==> config.mk <==
export PLATFORM = sky130hd
export DESIGN_NAME = fifo_queue_with_content_search
export DESIGN_NICKNAME = d
export VERILOG_FILES = /design/src/sv/fcs_pkg.sv /design/src/sv/fcs_cell.sv /design/src/sv/fifo_queue_with_content_search.sv
export SDC_FILE = /design/constraint.sdc
export NUM_CORES = 2
export LEC_CHECK = 0
export BUFFER_PORTS_ARGS = -buffer_cell sky130_fd_sc_hd__buf_2
export CAP_MARGIN = 10
export CORE_ASPECT_RATIO = 1.1
export CORE_MARGIN = 8
export CORE_UTILIZATION = 55
export CTS_BUF_LIST = sky130_fd_sc_hd__clkbuf_16
export DETAILED_ROUTE_END_ITERATION = 12
export PLACE_DENSITY = 0.73
export SLEW_MARGIN = 20
export SYNTH_ARGS = -nofsm -noshare
export SYNTH_HDL_FRONTEND = slang
export SYNTH_SLANG_ARGS = --single-unit
==> constraint.sdc <==
create_clock -name clk_i -period 4.7 [get_ports clk_i]
set_input_delay 0.94 -clock clk_i [delete_from_list [all_inputs] [get_ports clk_i]]
set_output_delay 0.94 -clock clk_i [all_outputs]
set_load 0.005 [all_outputs]
==> src/sv/fcs_pkg.sv <==
// Package for the FIFO queue with content search.
// Holds the queue depth, operation and status codes, and the beat, token and command types.
// No dependencies.
package fcs_pkg;

  // Queue depth and the width of an entry counter that can hold it.
  localparam int unsigned DEPTH = 16;
  localparam int unsigned CNT_W = $clog2(DEPTH + 1);

  // Operation codes carried in the opcode field.
  typedef enum logic [1:0] {
    OP_PUSH  = 2'd0,
    OP_POP   = 2'd1,
    OP_MAX   = 2'd2,
    OP_COUNT = 2'd3
  } op_e;

  // Status codes reported with every result.
  typedef enum logic [1:0] {
    ST_OK    = 2'd0,
    ST_EMPTY = 2'd1,
    ST_FULL  = 2'd2
  } status_e;

  // Input beat.
  typedef struct packed {
    logic [1:0]         opcode;
    logic signed [31:0] value;
  } in_t;

  // Output beat.
  typedef struct packed {
    logic [1:0]         status;
    logic signed [31:0] front_value;
    logic [4:0]         occupancy;
    logic               is_empty;
    logic signed [31:0] max_value;
    logic [4:0]         match_count;
  } out_t;

  // Search token that walks the cell chain one cell per cycle.
  typedef struct packed {
    logic               vld;
    logic               is_max;
    logic signed [31:0] key;
    logic signed [31:0] best;
    logic [CNT_W-1:0]   cnt;
  } tok_t;

  // Queue update command broadcast to every cell.
  typedef struct packed {
    logic               push;
    logic               pop;
    logic signed [31:0] value;
  } cell_ctl_t;

endpackage

==> src/sv/fcs_cell.sv <==
// One storage cell of the shifting queue, plus one stage of the search chain.
// Depends on fcs_pkg for the token and command types.
module fcs_cell import fcs_pkg::*; (
  input  logic               clk_i,
  input  logic               rst_ni,
  input  cell_ctl_t          ctl_i,
  input  logic               left_valid_i,
  input  logic               right_valid_i,
  input  logic signed [31:0] right_data_i,
  output logic               valid_o,
  output logic signed [31:0] data_o,
  input  tok_t               tok_i,
  output tok_t               tok_o
);

  logic               valid_q, valid_d;
  logic signed [31:0] data_q, data_d;
  tok_t               tok_q, tok_d;

  // A pop shifts every entry one cell toward the front; a push fills the
  // first empty cell, which is the one whose left neighbor is occupied.
  always_comb begin
    valid_d = valid_q;
    data_d  = data_q;
    if (ctl_i.pop) begin
      valid_d = right_valid_i;
      data_d  = right_data_i;
    end else if (ctl_i.push && !valid_q && left_valid_i) begin
      valid_d = 1'b1;
      data_d  = ctl_i.value;
    end
  end

  // Fold this cell's entry into the passing token.
  always_comb begin
    tok_d = tok_i;
    if (tok_i.vld && valid_q) begin
      if (tok_i.is_max) begin
        if (data_q > tok_i.best) begin
          tok_d.best = data_q;
        end
      end else if (data_q == tok_i.key) begin
        tok_d.cnt = tok_i.cnt + CNT_W'(1);
      end
    end
  end

  // Control state.
  always_ff @(posedge clk_i or negedge rst_ni) begin
    if (!rst_ni) begin
      valid_q <= 1'b0;
      tok_q   <= '0;
    end else begin
      valid_q <= valid_d;
      tok_q   <= tok_d;
    end
  end

  // Entry payload.
  always_ff @(posedge clk_i) begin
    data_q <= data_d;
  end

  assign valid_o = valid_q;
  assign data_o  = data_q;
  assign tok_o   = tok_q;

endmodule

==> src/sv/fifo_queue_with_content_search.sv <==
// Channel  | Signals                            | Beat
// input    | in_valid_i, in_ready_o, in_data_i  | in_t: opcode, value
// output   | out_valid_o, out_ready_i, out_data_o | out_t: status, front .. match_count
//
// Push and pop go through the update, then the result build.
// Query maximum and count first wait while a search token walks the
// chain of DEPTH cells, one cell per cycle, then build the result. Errors and pushes/pops skip the walk.
// Reset clears all cells to empty; entry payloads are not reset.
// A new item is taken while the previous result waits in the output register;
// the result build stalls only until that register frees.
//
// Top level of the FIFO queue with content search.
// Depends on fcs_pkg and fcs_cell.
module fifo_queue_with_content_search import fcs_pkg::*; (
  input  logic clk_i,
  input  logic rst_ni,
  input  logic in_valid_i,
  output logic in_ready_o,
  input  in_t  in_data_i,
  output logic out_valid_o,
  input  logic out_ready_i,
  output out_t out_data_o
);

  typedef enum logic [2:0] {
    S_IDLE = 3'b001,
    S_SCAN = 3'b010,
    S_DONE = 3'b100
  } state_e;

  state_e             state_q, state_d;
  logic [CNT_W-1:0]   occ_q, occ_d;
  logic [1:0]         status_q;
  logic signed [31:0] res_max_q;
  logic [CNT_W-1:0]   res_cnt_q;
  logic               out_valid_q;
  out_t               out_q;

  logic               accept, full, empty, is_scan_op;
  logic               do_push, do_pop, do_scan, load_out;
  logic [1:0]         status_new;
  cell_ctl_t          ctl;
  logic               cell_valid [DEPTH];
  logic signed [31:0] cell_data [DEPTH];
  tok_t               tok [DEPTH+1];

  assign in_ready_o = (state_q == S_IDLE);
  assign accept     = in_valid_i && in_ready_o;
  assign full       = (occ_q == CNT_W'(DEPTH));
  assign empty      = (occ_q == '0);
  assign is_scan_op = (in_data_i.opcode == OP_MAX) || (in_data_i.opcode == OP_COUNT);

  // Decide the command's outcome at acceptance.
  always_comb begin
    if (in_data_i.opcode == OP_PUSH) begin
      status_new = full ? ST_FULL : ST_OK;
    end else begin
      status_new = empty ? ST_EMPTY : ST_OK;
    end
  end

  assign do_push = accept && (in_data_i.opcode == OP_PUSH) && !full;
  assign do_pop  = accept && (in_data_i.opcode == OP_POP) && !empty;
  assign do_scan = accept && is_scan_op && !empty;

  assign ctl.push  = do_push;
  assign ctl.pop   = do_pop;
  assign ctl.value = in_data_i.value;

  // Token entering the first cell; the front entry seeds the maximum.
  assign tok[0].vld    = do_scan;
  assign tok[0].is_max = (in_data_i.opcode == OP_MAX);
  assign tok[0].key    = in_data_i.value;
  assign tok[0].best   = cell_data[0];
  assign tok[0].cnt    = '0;

  // Chain of cells, front at index zero.
  for (genvar i = 0; i < DEPTH; i++) begin : g_cell
    logic               left_valid, right_valid;
    logic signed [31:0] right_data;
    if (i == 0) begin : g_first
      assign left_valid = 1'b1;
    end else begin : g_mid
      assign left_valid = cell_valid[i-1];
    end
    if (i == DEPTH - 1) begin : g_last
      assign right_valid = 1'b0;
      assign right_data  = '0;
    end else begin : g_inner
      assign right_valid = cell_valid[i+1];
      assign right_data  = cell_data[i+1];
    end
    fcs_cell u_cell (
      .clk_i         (clk_i),
      .rst_ni        (rst_ni),
      .ctl_i         (ctl),
      .left_valid_i  (left_valid),
      .right_valid_i (right_valid),
      .right_data_i  (right_data),
      .valid_o       (cell_valid[i]),
      .data_o        (cell_data[i]),
      .tok_i         (tok[i]),
      .tok_o         (tok[i+1])
    );
  end

  // Occupancy tracking.
  always_comb begin
    occ_d = occ_q;
    if (do_push) begin
      occ_d = occ_q + CNT_W'(1);
    end else if (do_pop) begin
      occ_d = occ_q - CNT_W'(1);
    end
  end

  assign load_out = (state_q == S_DONE) && (!out_valid_q || out_ready_i);

  // Sequencer: idle, for a search wait for the token to leave the chain, then build the result.
  always_comb begin
    state_d = state_q;
    case (state_q)
      S_IDLE: begin
        if (accept) begin
          state_d = do_scan ? S_SCAN : S_DONE;
        end
      end
      S_SCAN: begin
        if (tok[DEPTH].vld) begin
          state_d = S_DONE;
        end
      end
      S_DONE: begin
        if (load_out) begin
          state_d = S_IDLE;
        end
      end
      default: begin
        state_d = S_IDLE;
      end
    endcase
  end

  // Control state.
  always_ff @(posedge clk_i or negedge rst_ni) begin
    if (!rst_ni) begin
      state_q     <= S_IDLE;
      occ_q       <= '0;
      out_valid_q <= 1'b0;
    end else begin
      state_q <= state_d;
      occ_q   <= occ_d;
      if (load_out) begin
        out_valid_q <= 1'b1;
      end else if (out_ready_i) begin
        out_valid_q <= 1'b0;
      end
    end
  end

  // Result payload.
  always_ff @(posedge clk_i) begin
    if (accept) begin
      status_q  <= status_new;
      res_max_q <= '0;
      res_cnt_q <= '0;
    end else if (state_q == S_SCAN && tok[DEPTH].vld) begin
      if (tok[DEPTH].is_max) begin
        res_max_q <= tok[DEPTH].best;
      end else begin
        res_cnt_q <= tok[DEPTH].cnt;
      end
    end
    if (load_out) begin
      out_q.status      <= status_q;
      out_q.front_value <= cell_valid[0] ? cell_data[0] : '0;
      out_q.occupancy   <= 5'(occ_q);
      out_q.is_empty    <= (occ_q == '0);
      out_q.max_value   <= res_max_q;
      out_q.match_count <= 5'(res_cnt_q);
    end
  end

  assign out_valid_o = out_valid_q;
  assign out_data_o  = out_q;

endmodule

Word-level counts from Yosys, hierarchy flattened --
Cells that the tools add are included.
Word-level totals: register bits after elaboration 1757, bits of input ports 38, output and inout bits 79, logic and storage cells 434
Operators by class: add/sub/neg operators 17, magnitude comparators 15, equal/unequal tests 26, mux-type cells 152, bitwise logic cells 1, reductions and logical operators 100
Operator list (number):
- $mux 32 | 60
- $mux 37 | 15
- $eq 32x32->1 | 16
- $gt 32x32->1 | 15
- $mux 5 | 34
- $add 5x1->5 const B | 16
- $logic_and 1x1->1 | 56
- $mux 1 | 36
- $reduce_bool 2->1 | 18
- $logic_not 1->1 | 19
- $mux 3 | 4
- $pmux 3 s3 | 1
- $eq 5x5->1 const B | 1
- $logic_not 5->1 | 1
- $sub 5x1->5 const B | 1
- $eq 2x2->1 const B | 2
- $mux 2 | 2
- $ne 2x1->1 const B | 2
- $reduce_and 2->1 | 2
- $eq 3x1->1 const B | 1
- $eq 3x2->1 const B | 1
- $eq 3x3->1 const B | 1
- $reduce_and 3->1 | 1
- $eq 2x1->1 const B | 1
- 4 further kinds | 5

Logic depth before layout (Yosys ltp) --
depth after elaboration 8, gate-level depth with buffers 12, gate-level depth less buffers 10

Hierarchy --
From an unflattened synthesis, not the netlist that was laid out.
Unflattened totals: cell total of the unflattened synthesis 10060, area, all modules 109327.4 µm²
Modules (own cells, without submodules):
- fcs_cell at g_cell[0].u_cell ... | times used 12, cells each 589, area an instance 6535.0 µm², sequential area each 2762.6 µm²
- fcs_cell at g_cell[6].u_cell ... | times used 4, cells each 663, area an instance 6580.1 µm², sequential area each 2762.6 µm²
- fifo_queue_with_content_search | times used 1, cells each 340, area an instance 4586.9 µm², sequential area each 3339.5 µm²

Least setup slack after synthesis --
Ideal clock, no wire load.
path type in2reg, start input in_valid_i, end register g_cell[11].u_cell.data_q[0], enable pin, setup time 0.468 ns, arrival 4.184 ns, data required time 4.232 ns, path slack 0.048 ns, stages on the path 7, path buffers 2, cells stage by stage nand2_1 nor3_2 and3_1 buf_2 inv_1 buf_2 o21ai_0
Between the ends: word-level cells in the longest chain between the ends 6, elaborated cells between the ends (all ways) 8
RTL lines:
- start, declared | line fifo_queue_with_content_search.sv:17 | input logic in_valid_i,
- $logic_and 1x1->1 (*) | line fifo_queue_with_content_search.sv:48 | assign accept = in_valid_i && in_ready_o;
- $logic_and 1x1->1 (2 in a row) | line fifo_queue_with_content_search.sv:62 | assign do_push = accept && (in_data_i.opcode == OP_PUSH) && !full;
- $logic_and 1x1->1 (2 in a row) | line fcs_cell.sv:28 | end else if (ctl_i.push && !valid_q && left_valid_i) begin
- $reduce_bool 2->1 (no source line) (*)
- end signal, assigned | line fcs_cell.sv:61 | data_q <= data_d;
- end, declared | line fcs_cell.sv:17 | logic signed [31:0] data_q, data_d;
Every way passes the cells marked *; elsewhere a longest branch is shown, timed or not. A chain may end at the register's enable or synchronous reset.

==> metrics.sh <==
OUTCOME='complete, no violations'
FP.DIEAREA_UM2=187000
IO_BUFFER_COUNT=116
LAYOUT.CELLS.MOST_COMMON_LIST='sky130_fd_sc_hd__dfrtp_1, sky130_fd_sc_hd__nand2_1, sky130_fd_sc_hd__a21oi_1'
GRT_PASS1_VIAS=73600
CRITICAL_PATH.SLOWEST_CELL='sky130_fd_sc_hd__a2bb2oi_4'
SYNTH-EDFF-COUNT=559
FINAL_WEIGHTED_CONGESTION_IN_ROUTABILITY_DRIVEN_PLACEMENT=0.999
DOMINANTREGCELLSYNTH='sky130_fd_sc_hd__dfrtp_1'
CP.ARRIVAL_PS=4290
PIN_COUNT_OF_THE_BIGGEST_NET_ENTERING_GLOBAL_ROUTING=130
FINALCLOCKSKEW_PS=39.0
DIE-WIDTH_UM=413
CELL_INTERNAL_PWR_mW=31.4
WORST_SLEW_MARGIN_REL=0.199
GRT_SETUP_UNREPAIRED='no'
NUMBER_OF_SINKS_HANDLED_BY_CLOCK_TREE_SYNTHESIS=1747
TIMING_HOLD_VIOLATIONS_FINAL=0
INSERTION_DELAY_PS=850
COMBPWRFRAC=0.277
CRIT_CHAIN='buf_4, ha_1, nand4_1, nor4_1, buf_4, a221oi_1, a2bb2oi_4, buf_4, a41oi_1, o2111ai_1'
SETUP-TNS-FINAL_PS=0
GRT_FIRST_PASS_WIRELENGTH_UM=486000
POWER_SWITCHING_mW=17.7
MAX_CAP_VIOL_COUNT=0
WORSTPATHMAXFANOUT=37
MET2_USAGE=0.534
YS_FF_LATCH=1747
WORST_MIN_PATH_CLASS='in2async'
POSTROUTEANTENNANETS=0
VIAS=78600
REPORT.FINAL.SLEW_VIOL_COUNT=0
POWER.SHARE.SWITCHING=0.360
ROUTED_WIRELENGTH_UM=336000
ACHIEVABLE-FREQUENCY_MHz=279
STARTING_UTILIZATION_OF_THE_CORE_AREA=0.553
GLOBAL_ROUTE.USAGE.MET3=0.0836
CLOCK_TREE.BUFFER_DEPTH=3
FILLCELLCOUNT=13700
DETAILED_PLACE_HPWL_UM=238000
PLACEMENTROWS=160
DRT_FIRST_PASS_ITERS=9
LARGEST_INCREMENTAL_DELAY_ON_THE_CRITICAL_PATH_PS=800
SYN_TO_FINAL_GROWTH_PCT=9.83
ANTENNA_VIOLATIONS_BEFORE_REPAIR=4
POST_DRT_WL_PER_CELL_UM=29.5
NETLIST-CELL-TYPE-COUNT=67
MOSTFREQUENTLAYOUTCELL='sky130_fd_sc_hd__dfrtp_1'
SYNTHESIS.YOSYS.WARNINGS=0
CTS_TREE='built'
SEQUENTIALPOWERSHARE=0.428
SETUP_VIOL_COUNT_FINAL=0
CTS.CLK_SLEW.WORST_PATHS_PS=70
DRT_ITER0_MARKERS=10400
GRT-BUSIEST-LAYER='met2'
POST_ROUTE_CELLS_DRIVE_ABOVE_1_SHARE=0.0972
PLACEABLECOREAREA_UM2=173000
SYNTH.NET_COUNT=9622
POWERDENSITY_nW_PER_UM2=468
LAYOUT_WORST_PATH_CYCLE_SHARE=0.762
TIMING.CRITICAL_PATH.BUF_INV=3
POST-ROUTE-DRC-COUNT=0
END_KIND='flop'
HOLD-WORST-SLACK_PS=157
CRITPATHKIND='reg2reg'
DIEHEIGHT_UM=453
YS_ASYNC_SR_FRACTION=0.641
NUMCTSBUFFERS=178
GRT_UTIL_ALL_LAYERS=0.347
CLOCK_GROUP_SHARE_OF_TOTAL_POWER=0.295
POST-CTS-SETUP-BUFFERS=0
POSTLAYOUTCOREUTIL=0.607
WORSTPATHREQUIRED_PS=5400
IR_WORST_VDD_mV=0.477
HTREE_LEVELS=4
BOUNDARYPINS=117
CELL_COUNT_AFTER_SYNTHESIS=9085
GRT.OVERFLOW.TOTAL=0
GLOBALROUTEMET1UTIL=0.432
NETLIST_AREA_UM2=95500
FIN_CRIT_PS=3580
NNETSFINAL=9523
CTS_ROOT_BUF='sky130_fd_sc_hd__clkbuf_16'
FRACTION_OF_THE_YOSYS_AREA_TAKEN_BY_SEQUENTIAL_CELLS=0.483
CRIT_PATH_FREQUENT_CELL='sky130_fd_sc_hd__buf_4'
TIGHTEST_SLEW_PS=1200
VIAS_PER_CELL=6.89
CRITICAL_PATH.TOP_DELAY_FAMILY='compound AO/OA/AOI/OAI gates'
PLACEMENT_STAGE_CELL_AREA_UM2=99000
SYN_AVG_CELL_AREA_UM2=10.5
POST-ROUTE-CELL-AREA_UM2=105000
CRIT_PATH_START_KIND='flop'
CTS_HOLD_BUF=0
CTS.REPAIR.RESIZED=0
P_LEAK_nW=46.2
cells in the mapped netlist (all sizes together), types with 23 or more instances:
cell type / n / share of area
xor2: 304 / 0.028
edfxtp: 559 / 0.18
nand3: 549 / 0.029
buf: 240 / 0.014
o2111ai: 448 / 0.041
xnor2: 262 / 0.024
a211oi: 23 / 0.0025
and2: 66 / 0.0043
nor4: 116 / 0.010
nor2: 77 / 0.0030
mux2: 48 / 0.0068
o21ai: 79 / 0.0043
nand4: 171 / 0.012
a21o: 497 / 0.039
dfxtp: 69 / 0.014
a41oi: 449 / 0.041
nand4b: 449 / 0.041
ha: 498 / 0.065
nand2: 745 / 0.029
a21oi: 716 / 0.038
nand2b: 465 / 0.030
nor3: 26 / 0.0014
dfrtp: 1118 / 0.29
clkbuf: 460 / 0.018
inv: 502 / 0.020
registers in the layout, summed over array words and instances (netlist names):
register               flops
g_cell.u_cell.data_o     512
g_cell.u_cell.tok_o     1094
g_cell.u_cell.valid_o     16
occ_q                      5
out_data_o                77
out_valid_o                1
res_cnt_q                  5
res_max_q                 32
state_q                    3
status_q                   2
power by group through the flow:
stage                     registers [mW]  clock network, mW  logic, mW
after global placement              21.1                  0       12.5
final                               21.0               14.5       13.6
after floorplan                     19.7                  0       9.74
after detailed placement            21.1                  0       13.2
after global routing                21.1               15.1       14.8
after CTS                           20.9               14.5       13.3
metal layers:
layer / vias to the layer above / wire, um
met5: - / 12
met2: 4715 / 151000
met1: 38800 / 121000
met4: 2 / 28900
met3: 1317 / 35400
li1: 33800 / -
path summary, 6_finish.rpt:
path,startpoint,endpoint,slack (ps),depth (start not counted)
min in group clk_i,in_data_i[13],g_cell[0].u_cell.tok_o[50],320,1
setup / recovery,g_cell[1].u_cell.data_o[15],g_cell[1].u_cell.tok_o[6],1120,10
max in group asynchronous,rst_ni,g_cell[2].u_cell.tok_o[38],3050,2
setup reg to reg,g_cell[1].u_cell.data_o[15],g_cell[1].u_cell.tok_o[6],1120,10
hold / removal,rst_ni,g_cell[14].u_cell.tok_o[16],160,1
hold reg to reg,g_cell[8].u_cell.tok_o[61],g_cell[9].u_cell.tok_o[61],390,0
final cells by class:
| class | count | area [um2] | area share |
|---|---|---|---|
| antenna | 5 | 12.5 | 0.000119 |
| clock buffer | 187 | 4680 | 0.0446 |
| clock inverter | 146 | 1210 | 0.0116 |
| inverter | 502 | 1880 | 0.0180 |
| multi-input combinational | 6136 | 45000 | 0.429 |
| sequential | 1747 | 46200 | 0.440 |
| tap | 2268 | 2840 | 0.0270 |
| timing repair buffer | 421 | 3130 | 0.0299 |
per-stage QoR:
step | instances | total power, mW | setup slack (ps)
floorplan | 9085 | 29.4 | 47.8
global placement | 11100 | 33.6 | 1210
detailed placement | 11100 | 34.4 | 1200
CTS | 11400 | 48.7 | 1240
global route | 11400 | 51.0 | 956
finish | 11400 | 49.1 | 1120
cell families (layout without fill, tap and decap cells):
kind of cell             Yosys count  count (layout)  share of synthesized area
adder cells (fa/ha/maj)          499             499                     0.0654
AO/OA/AOI/OAI                   2308            2308                      0.176
other                              0               5                          0
flip-flops                      1747            1747                      0.483
AND/OR/NAND/NOR                 2710            2710                      0.165
buffers and inverters           1202            1256                     0.0514
XOR/XNOR                         566             566                     0.0519
multiplexers                      53              53                    0.00736
Note: power is estimated with default switching activity, not from simulation.
